$ cat config.mk
export PLATFORM = sky130hd
export DESIGN_NAME = base36_number_to_text
export DESIGN_NICKNAME = d
export VERILOG_FILES = /design/src/rtl/b36_pkg.sv /design/src/rtl/base36_number_to_text.sv
export VERILOG_INCLUDE_DIRS = /design/src /design/src/rtl
export SDC_FILE = /design/constraint.sdc
export NUM_CORES = 1
export LEC_CHECK = 0
export BUFFER_PORTS_ARGS = -buffer_cell sky130_fd_sc_hd__buf_2
export CORE_MARGIN = 4
export CORE_UTILIZATION = 60
export DETAILED_ROUTE_END_ITERATION = 8
export GPL_TIMING_DRIVEN = 0
export HOLD_SLACK_MARGIN = 0.06
export PLACE_DENSITY = 0.84
export SKIP_LAST_GASP = 1
export SYNTH_ARGS = -nofsm -noshare
export SYNTH_HDL_FRONTEND = slang
export SYNTH_SLANG_ARGS = --single-unit
$ cat constraint.sdc
create_clock -name i_clk -period 8.9 [get_ports i_clk]
set_input_delay 0 -clock i_clk [delete_from_list [all_inputs] [get_ports i_clk]]
set_output_delay 0 -clock i_clk [all_outputs]
set_load 0.1 [all_outputs]
$ cat src/rtl/assert_macros.svh
// ----------------------------------------------------------------------------
// Assertion macros
// Shared concurrent assertion forms. They compile to nothing in synthesis.
// ----------------------------------------------------------------------------
`ifndef ASSERT_MACROS_SVH
`define ASSERT_MACROS_SVH

`ifndef SYNTHESIS

// The expression must hold at every clock edge outside reset.
`define ASSERT_ALWAYS(lbl, clk, rst_n, expr) \
    lbl: assert property (@(posedge clk) disable iff (!rst_n) (expr)) \
        else $error("assertion failed")

// The consequent must hold in the same cycle as the antecedent.
`define ASSERT_IMPLIES(lbl, clk, rst_n, ante, cons) \
    lbl: assert property (@(posedge clk) disable iff (!rst_n) (ante) |-> (cons)) \
        else $error("assertion failed")

// The consequent must hold in the cycle after the antecedent.
`define ASSERT_NEXT(lbl, clk, rst_n, ante, cons) \
    lbl: assert property (@(posedge clk) disable iff (!rst_n) (ante) |=> (cons)) \
        else $error("assertion failed")

`else

`define ASSERT_ALWAYS(lbl, clk, rst_n, expr)
`define ASSERT_IMPLIES(lbl, clk, rst_n, ante, cons)
`define ASSERT_NEXT(lbl, clk, rst_n, ante, cons)

`endif

`endif

$ cat src/rtl/b36_pkg.sv
// ----------------------------------------------------------------------------
// b36_pkg
// Constants, control word types, the microcode program and the character
// mapping for the base-36 number to text converter.
// ----------------------------------------------------------------------------
`default_nettype none

package b36_pkg;

    // Field widths.
    localparam int VALUE_W   = 63;
    localparam int CHAR_W    = 7;
    localparam int DIGIT_W   = 6;

    // Default depth of the digit store; 13 digits cover every 63-bit value.
    localparam int MAX_DIGITS_DEF = 13;

    // The working register is one bit wider than the value, so the long
    // division walks it in whole bytes.
    localparam int CHUNK_W    = 8;
    localparam int WORK_W     = 64;
    localparam int NUM_CHUNKS = WORK_W / CHUNK_W;
    localparam int CHUNK_CW   = $clog2(NUM_CHUNKS);

    localparam logic [DIGIT_W:0]  RADIX     = 7'd36;
    localparam logic [DIGIT_W-1:0] DEC_DIGITS = 6'd10;
    localparam logic [CHAR_W-1:0] CHAR_ZERO = 7'h30;
    localparam logic [CHAR_W-1:0] CHAR_NINE = 7'h39;
    localparam logic [CHAR_W-1:0] CHAR_A    = 7'h41;
    localparam logic [CHAR_W-1:0] CHAR_Z    = 7'h5A;

    // Program counter and step addresses.
    localparam int PC_W = 2;
    localparam logic [PC_W-1:0] PC_LOAD  = 2'd0;
    localparam logic [PC_W-1:0] PC_DIV   = 2'd1;
    localparam logic [PC_W-1:0] PC_STORE = 2'd2;
    localparam logic [PC_W-1:0] PC_EMIT  = 2'd3;

    // Datapath operation of one step.
    typedef enum logic [3:0] {
        OP_LOAD  = 4'b0001,
        OP_DIV   = 4'b0010,
        OP_STORE = 4'b0100,
        OP_EMIT  = 4'b1000
    } t_op;

    // Jump condition; when it is false the sequencer falls through.
    typedef enum logic [1:0] {
        COND_WAIT        = 2'd0,
        COND_CHUNK_MORE  = 2'd1,
        COND_MORE_DIGITS = 2'd2,
        COND_EMIT_MORE   = 2'd3
    } t_cond;

    typedef struct packed {
        t_op             op;
        t_cond           cond;
        logic [PC_W-1:0] target;
    } t_uword;

    // Microcode program.
    function automatic t_uword ucode(input logic [PC_W-1:0] pc);
        t_uword w;
        unique case (pc)
            PC_LOAD:  w = '{op: OP_LOAD,  cond: COND_WAIT,        target: PC_LOAD};
            PC_DIV:   w = '{op: OP_DIV,   cond: COND_CHUNK_MORE,  target: PC_DIV};
            PC_STORE: w = '{op: OP_STORE, cond: COND_MORE_DIGITS, target: PC_DIV};
            PC_EMIT:  w = '{op: OP_EMIT,  cond: COND_EMIT_MORE,   target: PC_EMIT};
        endcase
        return w;
    endfunction

    // Map a digit of 0 to 35 onto '0'-'9' or 'A'-'Z'.
    function automatic logic [CHAR_W-1:0] glyph(input logic [DIGIT_W-1:0] d);
        logic [CHAR_W-1:0] c;
        if (d < DEC_DIGITS) begin
            c = CHAR_ZERO + CHAR_W'(d);
        end else begin
            c = CHAR_A + CHAR_W'(d - DEC_DIGITS);
        end
        return c;
    endfunction

endpackage

`default_nettype wire

$ cat src/rtl/base36_number_to_text.sv
// ----------------------------------------------------------------------------
// base36_number_to_text
// Renders a 63-bit unsigned value as uppercase base-36 ASCII text, most
// significant character first, with no leading zeros; zero gives "0" and the
// final character carries o_is_last. One word in is taken when the converter
// is waiting for input. Each base-36 digit takes eight long division steps of
// one byte each through a single divide-by-36 unit, then a step that stores
// the remainder. Each character then leaves through an output register, which
// holds it while the output stalls. The next word is accepted while the final
// character still waits in the output register.
// ----------------------------------------------------------------------------
`default_nettype none
`include "assert_macros.svh"

module base36_number_to_text #(
    parameter int MAX_DIGITS = b36_pkg::MAX_DIGITS_DEF
) (
    input  wire logic                         i_clk,
    input  wire logic                         i_rst_n,
    // Input channel.
    input  wire logic                         i_in_valid,
    output logic                              o_in_stall,
    input  wire logic [b36_pkg::VALUE_W-1:0]  i_value,
    // Output channel.
    output logic                              o_out_valid,
    input  wire logic                         i_out_stall,
    output logic [b36_pkg::CHAR_W-1:0]        o_out_char,
    output logic                              o_is_last
);

    localparam int CNT_W = $clog2(MAX_DIGITS + 1);
    localparam int IDX_W = $clog2(MAX_DIGITS);
    localparam logic [b36_pkg::CHUNK_CW-1:0] CHUNK_LAST =
        b36_pkg::CHUNK_CW'(b36_pkg::NUM_CHUNKS - 1);

    // Control state.
    logic [b36_pkg::PC_W-1:0]     r_pc,        n_pc;
    logic [b36_pkg::CHUNK_CW-1:0] r_chunk,     n_chunk;
    logic [CNT_W-1:0]             r_count,     n_count;
    logic                         r_out_valid, n_out_valid;

    // Datapath.
    logic [b36_pkg::WORK_W-1:0]  r_work,     n_work;
    logic [b36_pkg::DIGIT_W-1:0] r_rem,      n_rem;
    logic [b36_pkg::CHAR_W-1:0]  r_out_char, n_out_char;
    logic                        r_out_last, n_out_last;
    logic [b36_pkg::DIGIT_W-1:0] r_digits [MAX_DIGITS];

    b36_pkg::t_uword             uw;
    logic                        in_fire;
    logic                        emit_fire;
    logic                        out_taken;
    logic                        jump;
    logic [CNT_W-1:0]            count_inc;
    logic [CNT_W-1:0]            count_dec;
    logic [IDX_W-1:0]            emit_idx;
    logic [b36_pkg::CHUNK_W-1:0] q_byte;
    logic [b36_pkg::DIGIT_W-1:0] div_rem;

    // Divide-by-36 unit: one byte of restoring long division per cycle.
    always_comb begin
        logic [b36_pkg::DIGIT_W:0]   trial;
        logic [b36_pkg::DIGIT_W-1:0] rem;
        rem    = r_rem;
        q_byte = '0;
        for (int b = b36_pkg::CHUNK_W - 1; b >= 0; b--) begin
            trial = {rem, r_work[b36_pkg::WORK_W - b36_pkg::CHUNK_W + b]};
            if (trial >= b36_pkg::RADIX) begin
                q_byte[b] = 1'b1;
                rem       = b36_pkg::DIGIT_W'(trial - b36_pkg::RADIX);
            end else begin
                rem = trial[b36_pkg::DIGIT_W-1:0];
            end
        end
        div_rem = rem;
    end

    // Sequencer and datapath control.
    always_comb begin
        uw        = b36_pkg::ucode(r_pc);
        in_fire   = i_in_valid && (uw.op == b36_pkg::OP_LOAD);
        emit_fire = (uw.op == b36_pkg::OP_EMIT) && (!r_out_valid || !i_out_stall);
        out_taken = r_out_valid && !i_out_stall;
        count_inc = r_count + CNT_W'(1);
        count_dec = r_count - CNT_W'(1);
        emit_idx  = count_dec[IDX_W-1:0];

        n_work      = r_work;
        n_rem       = r_rem;
        n_chunk     = r_chunk;
        n_count     = r_count;
        n_out_char  = r_out_char;
        n_out_last  = r_out_last;

        unique case (uw.op)
            b36_pkg::OP_LOAD: begin
                if (in_fire) begin
                    n_work  = {1'b0, i_value};
                    n_rem   = '0;
                    n_chunk = '0;
                    n_count = '0;
                end
            end
            b36_pkg::OP_DIV: begin
                n_work  = {r_work[b36_pkg::WORK_W-b36_pkg::CHUNK_W-1:0], q_byte};
                n_rem   = div_rem;
                n_chunk = r_chunk + b36_pkg::CHUNK_CW'(1);
            end
            b36_pkg::OP_STORE: begin
                n_count = count_inc;
                n_rem   = '0;
            end
            b36_pkg::OP_EMIT: begin
                if (emit_fire) begin
                    n_count    = count_dec;
                    n_out_char = b36_pkg::glyph(r_digits[emit_idx]);
                    n_out_last = (r_count == CNT_W'(1));
                end
            end
            default: begin
            end
        endcase

        // The output register fills on an emit and empties when taken.
        if (emit_fire) begin
            n_out_valid = 1'b1;
        end else if (out_taken) begin
            n_out_valid = 1'b0;
        end else begin
            n_out_valid = r_out_valid;
        end

        // Conditional jump or fall through to the next step.
        unique case (uw.cond)
            b36_pkg::COND_WAIT:        jump = !in_fire;
            b36_pkg::COND_CHUNK_MORE:  jump = (r_chunk != CHUNK_LAST);
            b36_pkg::COND_MORE_DIGITS: jump = (r_work != '0) &&
                                              (count_inc < CNT_W'(MAX_DIGITS));
            b36_pkg::COND_EMIT_MORE:   jump = !(emit_fire && (r_count == CNT_W'(1)));
            default:                   jump = 1'b0;
        endcase
        n_pc = jump ? uw.target : r_pc + b36_pkg::PC_W'(1);
    end

    // Control registers.
    always_ff @(posedge i_clk) begin
        if (!i_rst_n) begin
            r_pc        <= b36_pkg::PC_LOAD;
            r_chunk     <= '0;
            r_count     <= '0;
            r_out_valid <= 1'b0;
        end else begin
            r_pc        <= n_pc;
            r_chunk     <= n_chunk;
            r_count     <= n_count;
            r_out_valid <= n_out_valid;
        end
    end

    // Datapath registers.
    always_ff @(posedge i_clk) begin
        r_work     <= n_work;
        r_rem      <= n_rem;
        r_out_char <= n_out_char;
        r_out_last <= n_out_last;
    end

    // Digit store, written once per digit in the store step.
    always_ff @(posedge i_clk) begin
        if (uw.op == b36_pkg::OP_STORE) begin
            r_digits[r_count[IDX_W-1:0]] <= r_rem;
        end
    end

    assign o_in_stall  = (uw.op != b36_pkg::OP_LOAD);
    assign o_out_valid = r_out_valid;
    assign o_out_char  = r_out_char;
    assign o_is_last   = r_out_last;

    // Checks.
    `ASSERT_ALWAYS(a_count_range, i_clk, i_rst_n, r_count <= CNT_W'(MAX_DIGITS));
    `ASSERT_NEXT(a_accept_starts_div, i_clk, i_rst_n, i_in_valid && !o_in_stall, r_pc == b36_pkg::PC_DIV);
    `ASSERT_IMPLIES(a_emit_has_digit, i_clk, i_rst_n, r_pc == b36_pkg::PC_EMIT, r_count != '0);
    `ASSERT_NEXT(a_last_returns, i_clk, i_rst_n, emit_fire && (r_count == CNT_W'(1)), r_pc == b36_pkg::PC_LOAD);
    `ASSERT_IMPLIES(a_char_legal, i_clk, i_rst_n, o_out_valid, ((o_out_char >= b36_pkg::CHAR_ZERO) && (o_out_char <= b36_pkg::CHAR_NINE)) || ((o_out_char >= b36_pkg::CHAR_A) && (o_out_char <= b36_pkg::CHAR_Z)));

endmodule

`default_nettype wire
==> results.md <==
- Site row count: 43
- Yosys cell types: just over 80
- Port buffer count: 76
- Tmin final: roughly 7.5 ns
- Setup total negative slack: 0 ns
- CTS buffer count: 17
- Critical path fanouts, max: 15
- Setup Buffers After CTS: 0
- Largest net degree at the start of global routing: between 40 and 50
- Yosys Warn Count: 0
- Hold path start: i_value[4]
- Gpl congestion: approximately 0.88
- Post_cts resized: 0
- Final number of hold-violating endpoints: 0
- CP required: 9.16 ns
- Avg WL per Cell: 22.44 um
- Crit path launch type: flip-flop
- Most common cell after layout, fill and taps aside: edfxtp_1
- DP Area: between 9000 and 10,000 um^2
- Top-level port count: 77
- CTS max path bufs: 2
- Area leader, netlist: edfxtp_1
- Die Ht: between 100 and 150 um
- Vias: between 6,000 and 7,000
- Core area: approximately 14,000 um^2
- Arrival @ worst endpoint: 7.75 ns
- Drt drc: 0
- Antenna Nets Post-Route: 0
- Clock skew: a little over 0.009 ns
- RSZ-0062 raised after global routing: false
- Synth top area cells: edfxtp_1, mux2_2, mux4_2
- Main synth FF type: edfxtp_1
- Most used cell, CP: ha_1
- Yosys reg bits: 166
- Post-synth ARST share: 0%
- Most frequent cells in the layout: edfxtp_1, buf_2, dlygate4sd3_1
- WS Path Type: flip-flop to flip-flop
- H-tree lvl count: 4
- Met3 Wirelength: between 1000 and 1500 um
- Slew @ Worst Pin: between 1 and 1.5 ns
- Max layer used: met4
- Root Buffer Master: clkbuf_16
- Final period util: a little over four fifths
- CTS tree: built
- Slew Viols, Final: 0
- Proportion of layout cells with a drive suffix above 1: between 20 and 30%
- Final net count: 887
- CP endpoint kind: flip-flop
- CP peak stage delay: between 0.6 and 0.7 ns
- Syn-to-layout area delta: 22.32%
- Post-synth top area share: 53.95%
- Initial antenna violation count: 0
- Post-Synthesis Cell Area: between 8000 and 9000 um^2
- Min-delay worst type: input port to flip-flop
- CP max-delay cell: edfxtp_1
- Via density: ~6.3
- Sequential area share after synthesis: 56.25%
- EDFF count, synth: 156
- TritonRoute pass-1 iters: 5
- Mapped Cells: approximately 630
- Max cap viols: 0
- Detailed Place HPWL: approximately 13,000 um
- Hold buffer count at CTS: 67
- GRT Total Usage: around 28%
- Final WL: roughly 22,000 um
- Diode count: 0
- Vias in the first global route: about 6,400
- WL met2: 11,940 um
- Post-route cell area: roughly 11,000 um^2
- Status: finished clean
- Die Wd: between 100 and 150 um
- Synthesized net count: ~720
- Fill count: around 780
- First-pass GRT wire length: approximately 35,000 um
- Die area: about 16,000 um^2
- Headroom to the max-slew limit: 26.79%
- GR Overflow Total: 0
- Routed length on met1: 7992 um
- Origin of the critical flop-to-flop path: r_rem[2]
- Initial DRC count: about 520
- Clock Sinks: about 170
- Final setup viols: 0
- Initial Utilization: between 60 and 70%
- Clk slew on worst S/H paths: 0.07 ns
- Max Clk Rate: ~130 MHz
- Mapped Avg Cell Area: about 14 um^2
- Worst setup path startpoint: r_rem[2]
- Worst-skew pair later-pin latency: around 0.43 ns
## layer usage
layer / track usage [%] / up-vias
met5: 0 / -
met4: 12.17 / 0
met3: 5.917 / 70
met2: 50.63 / 336
met1: 31.94 / 3040
li1: - / 2805
## final cells by class
cell class / instances / area (um^2) / share of cell area (%)
flip-flops and latches: 166 / 4885 / 45.99
multi-input cells: 413 / 3563 / 33.55
repair buffers: 144 / 1071 / 10.08
clock buffers: 17 / 425.4 / 4.005
well taps: 180 / 225.2 / 2.120
clock inverters: 15 / 216.5 / 2.038
plain buffers: 25 / 126.4 / 1.190
inverters: 29 / 108.9 / 1.025
## worst max-delay path, delay by kind of cell (launching register included)
family                   cells  cell delay (ns)
AO/OA/AOI/OAI                9             2.32
XOR/XNOR                     2             0.46
adder cells (fa/ha/maj)      5             1.21
buffers and inverters        5             0.59
flip-flops                   1             0.61
multiplexers                 1             0.30
AND/OR/NAND/NOR              8             1.81
## state kept, by name (all words and copies together) (netlist names)
| name | cells |
|---|---|
| o_is_last | 1 |
| r_count | 4 |
| r_digits | 78 |
| o_out_valid | 1 |
| r_pc | 2 |
| r_chunk | 3 |
| r_work | 64 |
| r_rem | 6 |
| o_out_char | 7 |
## kinds of logic after synthesis
family / after synthesis / share of synthesized area, %
XOR/XNOR: 16 / 1.614
AND/OR/NAND/NOR: 166 / 10.37
flip-flops: 166 / 56.25
adder cells (fa/ha/maj): 24 / 3.458
buffers and inverters: 54 / 2.709
multiplexers: 96 / 15.43
AO/OA/AOI/OAI: 111 / 10.16
## worst paths after layout
kind,to,slack [ns],cells after the start
max,r_rem[4],1.41,30
min,r_work[4],0.37,3
max reg2reg,r_rem[4],1.41,30
min reg2reg,r_chunk[2],0.55,2
## Yosys cell counts (3+ instances only)
library cell    n
a21boi_0        3
a32oi_1         4
o211ai_1        6
ha_1           24
a22oi_1         3
o21a_1          4
o211a_1         4
nand2b_1        5
or2_2           4
xor2_1          3
edfxtp_1      156
a21oi_1        18
nor2b_1         5
and2_1          7
inv_1          29
nand4_1         6
a211oi_1        4
o2111ai_1       3
dfxtp_1        10
xnor2_1        13
nor4_1         20
o21ai_0        17
mux2_2         60
a311oi_1        3
nand2_1        39
nor2_1         33
buf_1           6
mux4_2         22
o31ai_1         6
clkbuf_1       13
mux2i_1        11
nor3_1         14
or3_4           3
nand3_1         8
## stage by stage
step	cells	hold WS, ns	worst slack, ns	util [%]
floorplan	633	0.1217	2.564	-
global placement	889	0.2776	1.971	66.15
detailed placement	890	0.2856	1.730	66.29
CTS	989	0.3884	1.560	75.64
global route	989	0.3732	0.9950	75.64
finish	989	0.3700	1.411	75.64
Power is not shown: default switching activity piles up to over one toggle a cycle in this logic, so the estimate is an artifact.
